**config.mk**
```make
export PLATFORM = sky130hd
export DESIGN_NAME = sgt_step
export DESIGN_NICKNAME = d
export VERILOG_FILES = /design/src/sv/assert_macros.svh /design/src/sv/sgt_pkg.sv /design/src/sv/sgt_step.sv
export SDC_FILE = /design/constraint.sdc
export NUM_CORES = 1
export LEC_CHECK = 0
export BUFFER_PORTS_ARGS = -buffer_cell sky130_fd_sc_hd__buf_4
export CORE_MARGIN = 2
export CORE_UTILIZATION = 45
export DETAILED_ROUTE_END_ITERATION = 8
export GPL_TIMING_DRIVEN = 0
export PLACE_DENSITY = 0.72
export SETUP_SLACK_MARGIN = 0.1
export SKIP_LAST_GASP = 1
export SLEW_MARGIN = 40
export SYNTH_ARGS = -nofsm -noshare
export SYNTH_HDL_FRONTEND = slang
export SYNTH_SLANG_ARGS = --single-unit
```
**constraint.sdc**
```tcl
create_clock -name vclk -period 13.7
set_input_delay 2.055 -clock vclk [all_inputs]
set_output_delay 2.055 -clock vclk [all_outputs]
set_load 0.1 [all_outputs]
```
**src/sv/assert_macros.svh**
```systemverilog
// Assertion macros shared by the session gap tracker RTL.
// Expects a clock named clock and an active-high reset named reset in scope.
`ifndef ASSERT_MACROS_SVH
`define ASSERT_MACROS_SVH

// Checked at every rising edge, skipped while reset is high.
`define SGT_ASSERT(label, prop) \
   label: assert property (@(posedge clock) disable iff (reset) prop) \
      else $error("session gap tracker assertion failed");

// Checked at every rising edge, reset included.
`define SGT_ASSERT_ALWAYS(label, prop) \
   label: assert property (@(posedge clock) prop) \
      else $error("session gap tracker assertion failed");

`endif

```
**src/sv/sgt_pkg.sv**
```systemverilog
// Shared widths, constants and types of the session gap tracker.
// No dependencies; imported by the interfaces and all modules but sgt_ram.
`timescale 1ns / 1ps

package sgt_pkg;

   localparam int SESSION_BITS = 10;
   localparam int SEQ_BITS     = 32;
   localparam int LEN_BITS     = 16;
   localparam int OUT_CNT_BITS = 48;

   localparam logic [SEQ_BITS-1:0] SEQ_STEP_ONE = 32'h0000_0001;
   localparam logic [SEQ_BITS-1:0] SEQ30_TOP    = 32'h3fff_ffff;

   typedef struct packed {
      logic                gap;
      logic                first;
      logic [SEQ_BITS-1:0] size;
   } step_result_type;

endpackage

```
**src/sv/sgt_step.sv**
```systemverilog
// Sequence step check: wrapped difference, 30-bit wrap rule, gap magnitude.
// Depends on sgt_pkg.
`timescale 1ns / 1ps

module sgt_step
   import sgt_pkg::*;
(
   input  logic [SEQ_BITS-1:0] last_seq,
   input  logic [SEQ_BITS-1:0] new_seq,
   output step_result_type     result
);

   logic [SEQ_BITS-1:0] diff;
   logic [SEQ_BITS-1:0] magnitude;
   logic                wrap30;
   logic                in_order;

   always_comb begin
      diff      = new_seq - last_seq;
      wrap30    = (new_seq == '0) && (last_seq == SEQ30_TOP);
      in_order  = (diff == SEQ_STEP_ONE) || wrap30;
      // negation of the most negative step stays 2^31, which is its magnitude
      magnitude = diff[SEQ_BITS-1] ? (SEQ_BITS'(0) - diff) : diff;

      result.first = (last_seq == '0);
      result.gap   = !result.first && !in_order;
      result.size  = result.gap ? magnitude : '0;
   end

endmodule

```
== After elaboration in Yosys (flattened, before gate mapping) ==
Index checks and enable logic that the tools add are counted.

* Flip-flop bits (word level): 0
* Input port bits: 64
* Output and inout port bits: 34
* Word-level logic and storage cells: 13

* Add/sub/neg operators: 2
* Eq/ne operators: 2
* Muxes and demuxes: 2
* Reduce and logical (&&, ||, !) cells: 7

{| class="wikitable"
|+ Operators by type and width
! operator !! count
|-
| 32-bit zero test || 2
|-
| 32-bit two-way mux || 2
|-
| 32-bit by 1-bit == test with 1-bit output (second input constant) || 1
|-
| 32-bit by 30-bit == test with 1-bit output (second input constant) || 1
|-
| 1-bit by 32-bit subtractor with 32-bit output (first input constant) || 1
|-
| 32-bit subtractor || 1
|-
| 1-bit logical AND || 2
|-
| 1-bit zero test || 2
|-
| 1-bit logical OR || 1
|}

== Logic depth before layout (Yosys ltp) ==
Gate-level depths: netlist (run 1).

* Depth after elaboration: 6
* Gate-level depth with buffers: 15
* Depth with buffers taken out: 13

== Worst setup path before layout (run 1) ==
No wires, ideal clock.

* Path type: input-to-output
* From: in new_seq[0]
* To: out result[1] (netlist name)
* Arrival time: 7101 ps
* Required time: 11645 ps
* Slack: 4544 ps
* Stages on the path: 14
* Path buffers: 1
* Cells stage by stage: inv_1 > ha_1 > fa_1 > nand2b_1 > a21o_1 > a2111oi_0 > nor4_1 > a311oi_1 > a21oi_1 > nand4b_1 > or3_1 > o31ai_2 > buf_4 > a211oi_1

{| class="wikitable"
|+ RTL lines
! item !! line !! source
|-
| start, declared || sgt_step.sv:9 || <nowiki>input logic [SEQ_BITS-1:0] new_seq,</nowiki>
|-
| end, declared || sgt_step.sv:10 || <nowiki>output step_result_type result</nowiki>
|}

==> results.py, run 1 <==
metrics = {
    "run_status": {
        "status": "finished clean",
    },
    "floorplan": {
        "rows": 31,
        "die-area_sq_um": 8110,
        "start_util_pct": 46.2,
        "ioPinCount": 98,
        "dieHeight_microns": 90.1,
        "floorplan.die.width_microns": 90.1,
        "design.core.area_sq_um": 7210,
    },
    "critical_path": {
        "timing.critical_path.depth": 15,
        "setup.worst_path.class": "input pin to output pin",
        "critical-path-max-stage-delay_ns": 0.73,
        "startpoint_type": "input pin",
        "critPathSlowestCell": "sky130_fd_sc_hd__a2111oi_1",
        "path_common_cell": "sky130_fd_sc_hd__buf_4",
        "cp-end-kind": "output pin",
        "cp.buffers_inverters": 4,
        "path_delay_family": "compound AO/OA/AOI/OAI gates",
        "worstSetupStartpoint": "last_seq[14]",
        "worst-path-max-fanout": 10,
        "timing.critical_path.cells": "buf_4 > inv_1 > ha_1 > clkbuf_1 > and4_1 > nand3_1 > a2111oi_1 > o21a_1 > o22ai_1 > a211oi_1 > nand4b_1 > or3_1 > or4_1 > o211ai_1 > buf_4",
        "cp.required_ns": 11.64,
        "arrival_ns": 6.23,
    },
    "drt": {
        "drt-met1-wl_microns": 5610,
        "met3_wirelength_microns": 724,
        "vias": 4332,
        "routed_wirelength_microns": 11600,
        "ant_nets": 0,
        "dr.max_layer_used": "met4",
        "dr_wl_met2_microns": 5130,
        "detail_route.vias_per_cell": 5.98,
        "drt_first_pass_iters": 5,
        "remaining_drc_errors": 0,
        "detailedRoute.firstIterationViolations": 284,
        "post_drt_wl_per_cell_microns": 16.0,
    },
    "layout": {
        "fillers": 763,
        "post-route-cell-area_sq_um": 4200,
        "drive_above_1_share_pct": 18.7,
        "most_frequent_cells_in_the_layout": "99 x sky130_fd_sc_hd__buf_4, 67 x sky130_fd_sc_hd__nor2_1, 40 x sky130_fd_sc_hd__inv_1, 39 x sky130_fd_sc_hd__nand2_1, 39 x sky130_fd_sc_hd__a21oi_1",
        "area_growth_syn_to_layout_pct": 26.2,
        "mostFrequentLayoutCell": "sky130_fd_sc_hd__buf_4",
        "fin_nets": 727,
        "regArea_sq_um": 0,
        "flops_and_latches": 0,
        "final_core_util_pct": 58.3,
        "clockBufferCount": 0,
        "layout.cells.non_filler": 725,
        "multi_input_area_sq_um": 3120,
        "num_antenna_cells": 0,
    },
    "placed_design": {
        "routabilityCongestion": 0.916,
        "dpl_cell_area_sq_um": 4200,
        "detailed_place_hpwl_microns": 10000,
        "dpl.cell_count": 725,
        "count_of_buffers_from_port_buffering": 98,
    },
    "pwr": {
        "power.density_nw_per_um2": 129,
        "peakVddDrop_uv": 113,
        "static_leakage_power_uw": 0.00186,
    },
    "timing": {
        "maxSlewHeadroom_pct": 44.6,
        "min_period_ns": 8.29,
        "timing.setup.tns_ns": 0,
        "report.final.hold_viol_count": 0,
        "final.hold.worst_slack_ns": 4.59,
        "maxSlewViolCount": 0,
        "rsz0062_at_grt": "false",
        "timing_worst_slew_pin_value_ns": 0.823,
        "setup_viol": 0,
        "layout_worst_path_cycle_share_pct": 60.5,
        "fmaxAchievable_mhz": 121,
    },
    "cts": {
        "cts-hold-fix-buffers": 0,
        "post_cts_resized": 0,
        "post_cts.repair.setup_buffers": 0,
    },
    "synth": {
        "synth_top_family_by_area": "simple AND/OR/NAND/NOR gates",
        "post_synth_inst_count": 528,
        "synth_xor_xnor_area_share_pct": 10.5,
        "syn_area_per_cell_sq_um": 6.31,
        "yosys_warnings": 0,
        "synth_area_leader_cell": "sky130_fd_sc_hd__ha_1",
        "synthSimpleGateAreaFrac_pct": 37.0,
        "yosys.cell_types.count": 64,
        "synthDominantCellAreaShare_pct": 12.8,
        "synth_fp_nets": 627,
        "synth.yosys.seq_area_share_pct": 0,
        "synthTopCellsByArea": "sky130_fd_sc_hd__ha_1 13%, sky130_fd_sc_hd__nor2_1 7.5%, sky130_fd_sc_hd__a21oi_1 5.9%",
        "synth_compound_area_share_pct": 32.0,
        "synthesis.area_sq_um": 3330,
        "post_synth_fa_ha_maj_area_fraction_pct": 13.4,
        "multiplexer_share_of_the_synthesized_area_pct": 0.300,
    },
    "min_path": {
        "min_from": "last_seq[7]",
        "timing.hold.worst_path_depth": 5,
        "worst_hold_path_type": "input pin to output pin",
    },
    "grt": {
        "grt_use_total_pct": 27.7,
        "number_of_global_route_vias_before_repair": 3982,
        "leftover_overflow_at_the_end_of_global_routing": 0,
        "antenna_violations_before_repair": 0,
        "global_route_wire_length_before_repair_microns": 19400,
        "grt_start_max_net_pins": 11,
    },
    "flow_run": {
        "cap_violations": 0,
    },
}
path summary, 6_finish.rpt:
check / to / slack (ns)
max: result[28] / 5.41
min: result[32] / 4.59
cells in the mapped netlist, types with 10 or more instances:
cell	count
sky130_fd_sc_hd__o21a_1	10
sky130_fd_sc_hd__nor4_1	23
sky130_fd_sc_hd__and2_1	12
sky130_fd_sc_hd__clkbuf_1	11
sky130_fd_sc_hd__nand2_1	39
sky130_fd_sc_hd__xor2_1	20
sky130_fd_sc_hd__or3_1	18
sky130_fd_sc_hd__nor2_1	67
sky130_fd_sc_hd__nand3_1	10
sky130_fd_sc_hd__a21oi_1	39
sky130_fd_sc_hd__inv_1	40
sky130_fd_sc_hd__o21ai_0	34
sky130_fd_sc_hd__nor3_1	13
sky130_fd_sc_hd__ha_1	34
sky130_fd_sc_hd__a21o_1	13
sky130_fd_sc_hd__xnor2_1	20
sky130_fd_sc_hd__nand4_1	22
through the flow:
stage	setup slack, ns	power (uW)
after global placement	5.31	534
final	5.41	541
after global routing	5.15	570
after CTS	5.51	539
after floorplan	4.54	426
after detailed placement	5.51	537
cell type report:
type,instances,share of cell area [%]
Tap cell,99,2.95
Inverter,41,3.66
Timing Repair Buffer,98,17.5
Multi-Input combinational cell,471,74.1
Buffer,16,1.76
power by group:
group          internal (uW)  leakage, uW  switching (uW)
combinational            133      0.00186             408
sequential                 0            0               0
clock                      0            0               0
total                    133      0.00186             408
metal layers:
metal / track usage (%) / up-vias
li1: - / 2174
met1: 41.0 / 1954
met2: 46.1 / 192
met3: 0.503 / 12
met4: 3.21 / 0
met5: 0 / -
kinds of logic after synthesis:
group | after synthesis
AND/OR/NAND/NOR | 238
AO/OA/AOI/OAI | 157
buffers and inverters | 57
XOR/XNOR | 40
adder cells (fa/ha/maj) | 35
multiplexers | 1
(Power assumes the default switching activity.)
==> inputs of run 2 (changes only) <==
- ABC_AREA: default -> 1
- clock period: 13.7 -> 6.8 ns (I/O delays scaled with it)
==> run 2 against run 1 <==
Global-route usage shrank 2.0 points. Largest cell class unchanged. Critical path type unchanged. Area after synthesis grew 26%. Die area grew 25%. Worst hold slack lost 2.1 ns. Critical path depth grew 4. Non-clock buffer count shrank 9. Synthesized cell count grew 64%. Utilization shrank 2.9 points. First-iteration DRC count shrank 31%.
==> results.py, run 2 <==
metrics = {
    "synth": {
        "synthMostInstantiatedCell": "sky130_fd_sc_hd__nand2_1",
        "yosys.cell_types.count": 30,
        "synthTopCellsByArea": "sky130_fd_sc_hd__nand2_1 29%, sky130_fd_sc_hd__inv_1 16%, sky130_fd_sc_hd__ha_1 10%",
        "post_synth_inst_count": 865,
        "syn_area_per_cell_sq_um": 4.85,
        "yosys-top-cells-count": "320 x sky130_fd_sc_hd__nand2_1, 182 x sky130_fd_sc_hd__inv_1, 80 x sky130_fd_sc_hd__nor2_1",
        "synth.yosys.seq_area_share_pct": 0,
        "synth_area_leader_cell": "sky130_fd_sc_hd__nand2_1",
        "synthesis.area_sq_um": 4200,
        "synth_fp_nets": 964,
        "yosys_warnings": 0,
        "synthDominantCellAreaShare_pct": 28.6,
    },
    "floorplan": {
        "ioPinCount": 98,
        "rows": 35,
        "dieHeight_microns": 101,
        "floorplan.die.width_microns": 101,
        "die-area_sq_um": 10100,
        "design.core.area_sq_um": 9150,
        "start_util_pct": 45.8,
    },
    "placed_design": {
        "dpl_cell_area_sq_um": 5070,
        "count_of_buffers_from_port_buffering": 98,
        "routabilityCongestion": 0.947,
        "dpl.cell_count": 1074,
        "detailed_place_hpwl_microns": 11400,
    },
    "grt": {
        "antenna_violations_before_repair": 0,
        "grt_use_total_pct": 25.7,
        "grt_start_max_net_pins": 11,
        "global_route_wire_length_before_repair_microns": 21600,
        "number_of_global_route_vias_before_repair": 4725,
        "leftover_overflow_at_the_end_of_global_routing": 0,
    },
    "layout": {
        "area_growth_syn_to_layout_pct": 20.8,
        "mostFrequentLayoutCell": "sky130_fd_sc_hd__nand2_1",
        "regArea_sq_um": 0,
        "fin_nets": 1064,
        "clockBufferCount": 0,
        "drive_above_1_share_pct": 18.9,
        "fillers": 1015,
        "most_frequent_cells_in_the_layout": "320 x sky130_fd_sc_hd__nand2_1, 182 x sky130_fd_sc_hd__inv_1, 100 x sky130_fd_sc_hd__buf_4, 80 x sky130_fd_sc_hd__nor2_1, 56 x sky130_fd_sc_hd__nand3_1",
        "final_core_util_pct": 55.4,
        "layout.cells.non_filler": 1074,
        "num_antenna_cells": 0,
        "post-route-cell-area_sq_um": 5070,
        "flops_and_latches": 0,
    },
    "flow_run": {
        "cap_violations": 0,
    },
    "drt": {
        "detail_route.vias_per_cell": 4.85,
        "detailedRoute.firstIterationViolations": 197,
        "vias": 5211,
        "routed_wirelength_microns": 12600,
        "ant_nets": 0,
        "remaining_drc_errors": 0,
        "drt_first_pass_iters": 7,
        "post_drt_wl_per_cell_microns": 11.8,
    },
    "critical_path": {
        "worst-path-max-fanout": 10,
        "setup.worst_path.class": "input pin to output pin",
        "startpoint_type": "input pin",
        "arrival_ns": 3.89,
        "cp.required_ns": 5.78,
        "cp-end-kind": "output pin",
    },
    "timing": {
        "maxSlewViolCount": 0,
        "min_period_ns": 4.91,
        "fmaxAchievable_mhz": 204,
        "timing_worst_slew_pin_value_ns": 0.517,
        "report.final.hold_viol_count": 0,
        "final.hold.worst_slack_ns": 2.54,
        "layout_worst_path_cycle_share_pct": 72.2,
        "rsz0062_at_grt": "false",
        "maxSlewHeadroom_pct": 65.6,
        "timing.setup.tns_ns": 0,
        "setup_viol": 0,
    },
    "min_path": {
        "holdPathEnd": "result[32]",
        "worst_hold_path_type": "input pin to output pin",
        "min_from": "last_seq[5]",
        "timing.hold.worst_path_depth": 5,
    },
    "pwr": {
        "static_leakage_power_uw": 0.00314,
        "peakVddDrop_uv": 160,
        "power.density_nw_per_um2": 196,
    },
    "cts": {
        "post_cts_resized": 0,
        "post_cts.repair.setup_buffers": 0,
        "cts-hold-fix-buffers": 0,
    },
    "run_status": {
        "status": "finished clean",
    },
}
run 2: changes by cell type after synthesis, moves of 17 or more:
cell | previous run | this run
sky130_fd_sc_hd__inv_1 | 40 | 182
sky130_fd_sc_hd__or3_1 | 18 | 0
sky130_fd_sc_hd__nand3_1 | 10 | 56
sky130_fd_sc_hd__nor2_2 | 0 | 27
sky130_fd_sc_hd__nand2_2 | 0 | 19
sky130_fd_sc_hd__o21ai_0 | 34 | 7
sky130_fd_sc_hd__a21oi_1 | 39 | 22
sky130_fd_sc_hd__nand2_1 | 39 | 320
run 2: how the worst max path moves through the flow:
stage	startpoint	to	cells past startpoint	slack, ns
2_1_floorplan	new_seq[0]	result[31]	16	1.03
3_3_place_gp	last_seq[0]	result[18]	19	1.91
3_5_place_dp	last_seq[0]	result[19]	19	1.91
4_1_cts	last_seq[0]	result[19]	19	1.91
5_1_grt	last_seq[0]	result[27]	21	1.63
6_report	last_seq[0]	result[2]	19	1.89
run 2: through the flow:
stage	power (uW)	setup slack (ns)
6_report	991	1.89
3_5_place_dp	987	1.91
2_1_floorplan	783	1.03
4_1_cts	989	1.91
3_3_place_gp	983	1.91
5_1_grt	1060	1.63
run 2: routing by layer:
metal	vias to the layer above	wire [microns]	track usage (%)
met2	162	5290	42.8
li1	2843	-	-
met3	21	615	0.555
met1	2185	6420	37.2
met5	-	0	0
met4	0	297	5.16
run 2: report_power, final:
| group | total, uW | internal (uW) | switching (uW) |
|---|---|---|---|
| clock | 0 | 0 | 0 |
| sequential | 0 | 0 | 0 |
| combinational | 991 | 247 | 744 |
run 2: kinds of logic (layout without fill, tap and decap cells):
group | Yosys count | after routing | synth area share, %
AOI/OAI and AO/OA | 38 | 38 | 5.31
xor gates and xnor gates | 15 | 15 | 3.13
adders and majority gates | 35 | 35 | 10.6
buffers and inverters | 198 | 296 | 18.3
and+or+nand+nor | 579 | 579 | 62.6
run 2: critical path, cell delays in order:
cell and delay [ns]:
sky130_fd_sc_hd__buf_4 0.14, sky130_fd_sc_hd__ha_1 0.21, sky130_fd_sc_hd__fa_1 0.41, sky130_fd_sc_hd__inv_1 0.13, sky130_fd_sc_hd__nand3_1 0.10, sky130_fd_sc_hd__nand2_1 0.11, sky130_fd_sc_hd__nand3_1 0.12, sky130_fd_sc_hd__nand3_2 0.13
sky130_fd_sc_hd__nand2_1 0.08, sky130_fd_sc_hd__nand2_1 0.07, sky130_fd_sc_hd__nand2_1 0.04, sky130_fd_sc_hd__nand2_1 0.14, sky130_fd_sc_hd__nand2_1 0.09, sky130_fd_sc_hd__nor2_1 0.22, sky130_fd_sc_hd__nand3_2 0.14, sky130_fd_sc_hd__o21ai_4 0.24
sky130_fd_sc_hd__buf_6 0.22, sky130_fd_sc_hd__nor2_1 0.06, sky130_fd_sc_hd__buf_4 0.23
run 2: area by class of cell:
type | count | area, sq um | area share [%]
Buffer | 7 | 52.6 | 1.04
Inverter | 191 | 717 | 14.1
Multi-Input combinational cell | 667 | 3430 | 67.6
Tap cell | 111 | 139 | 2.74
Timing Repair Buffer | 98 | 736 | 14.5
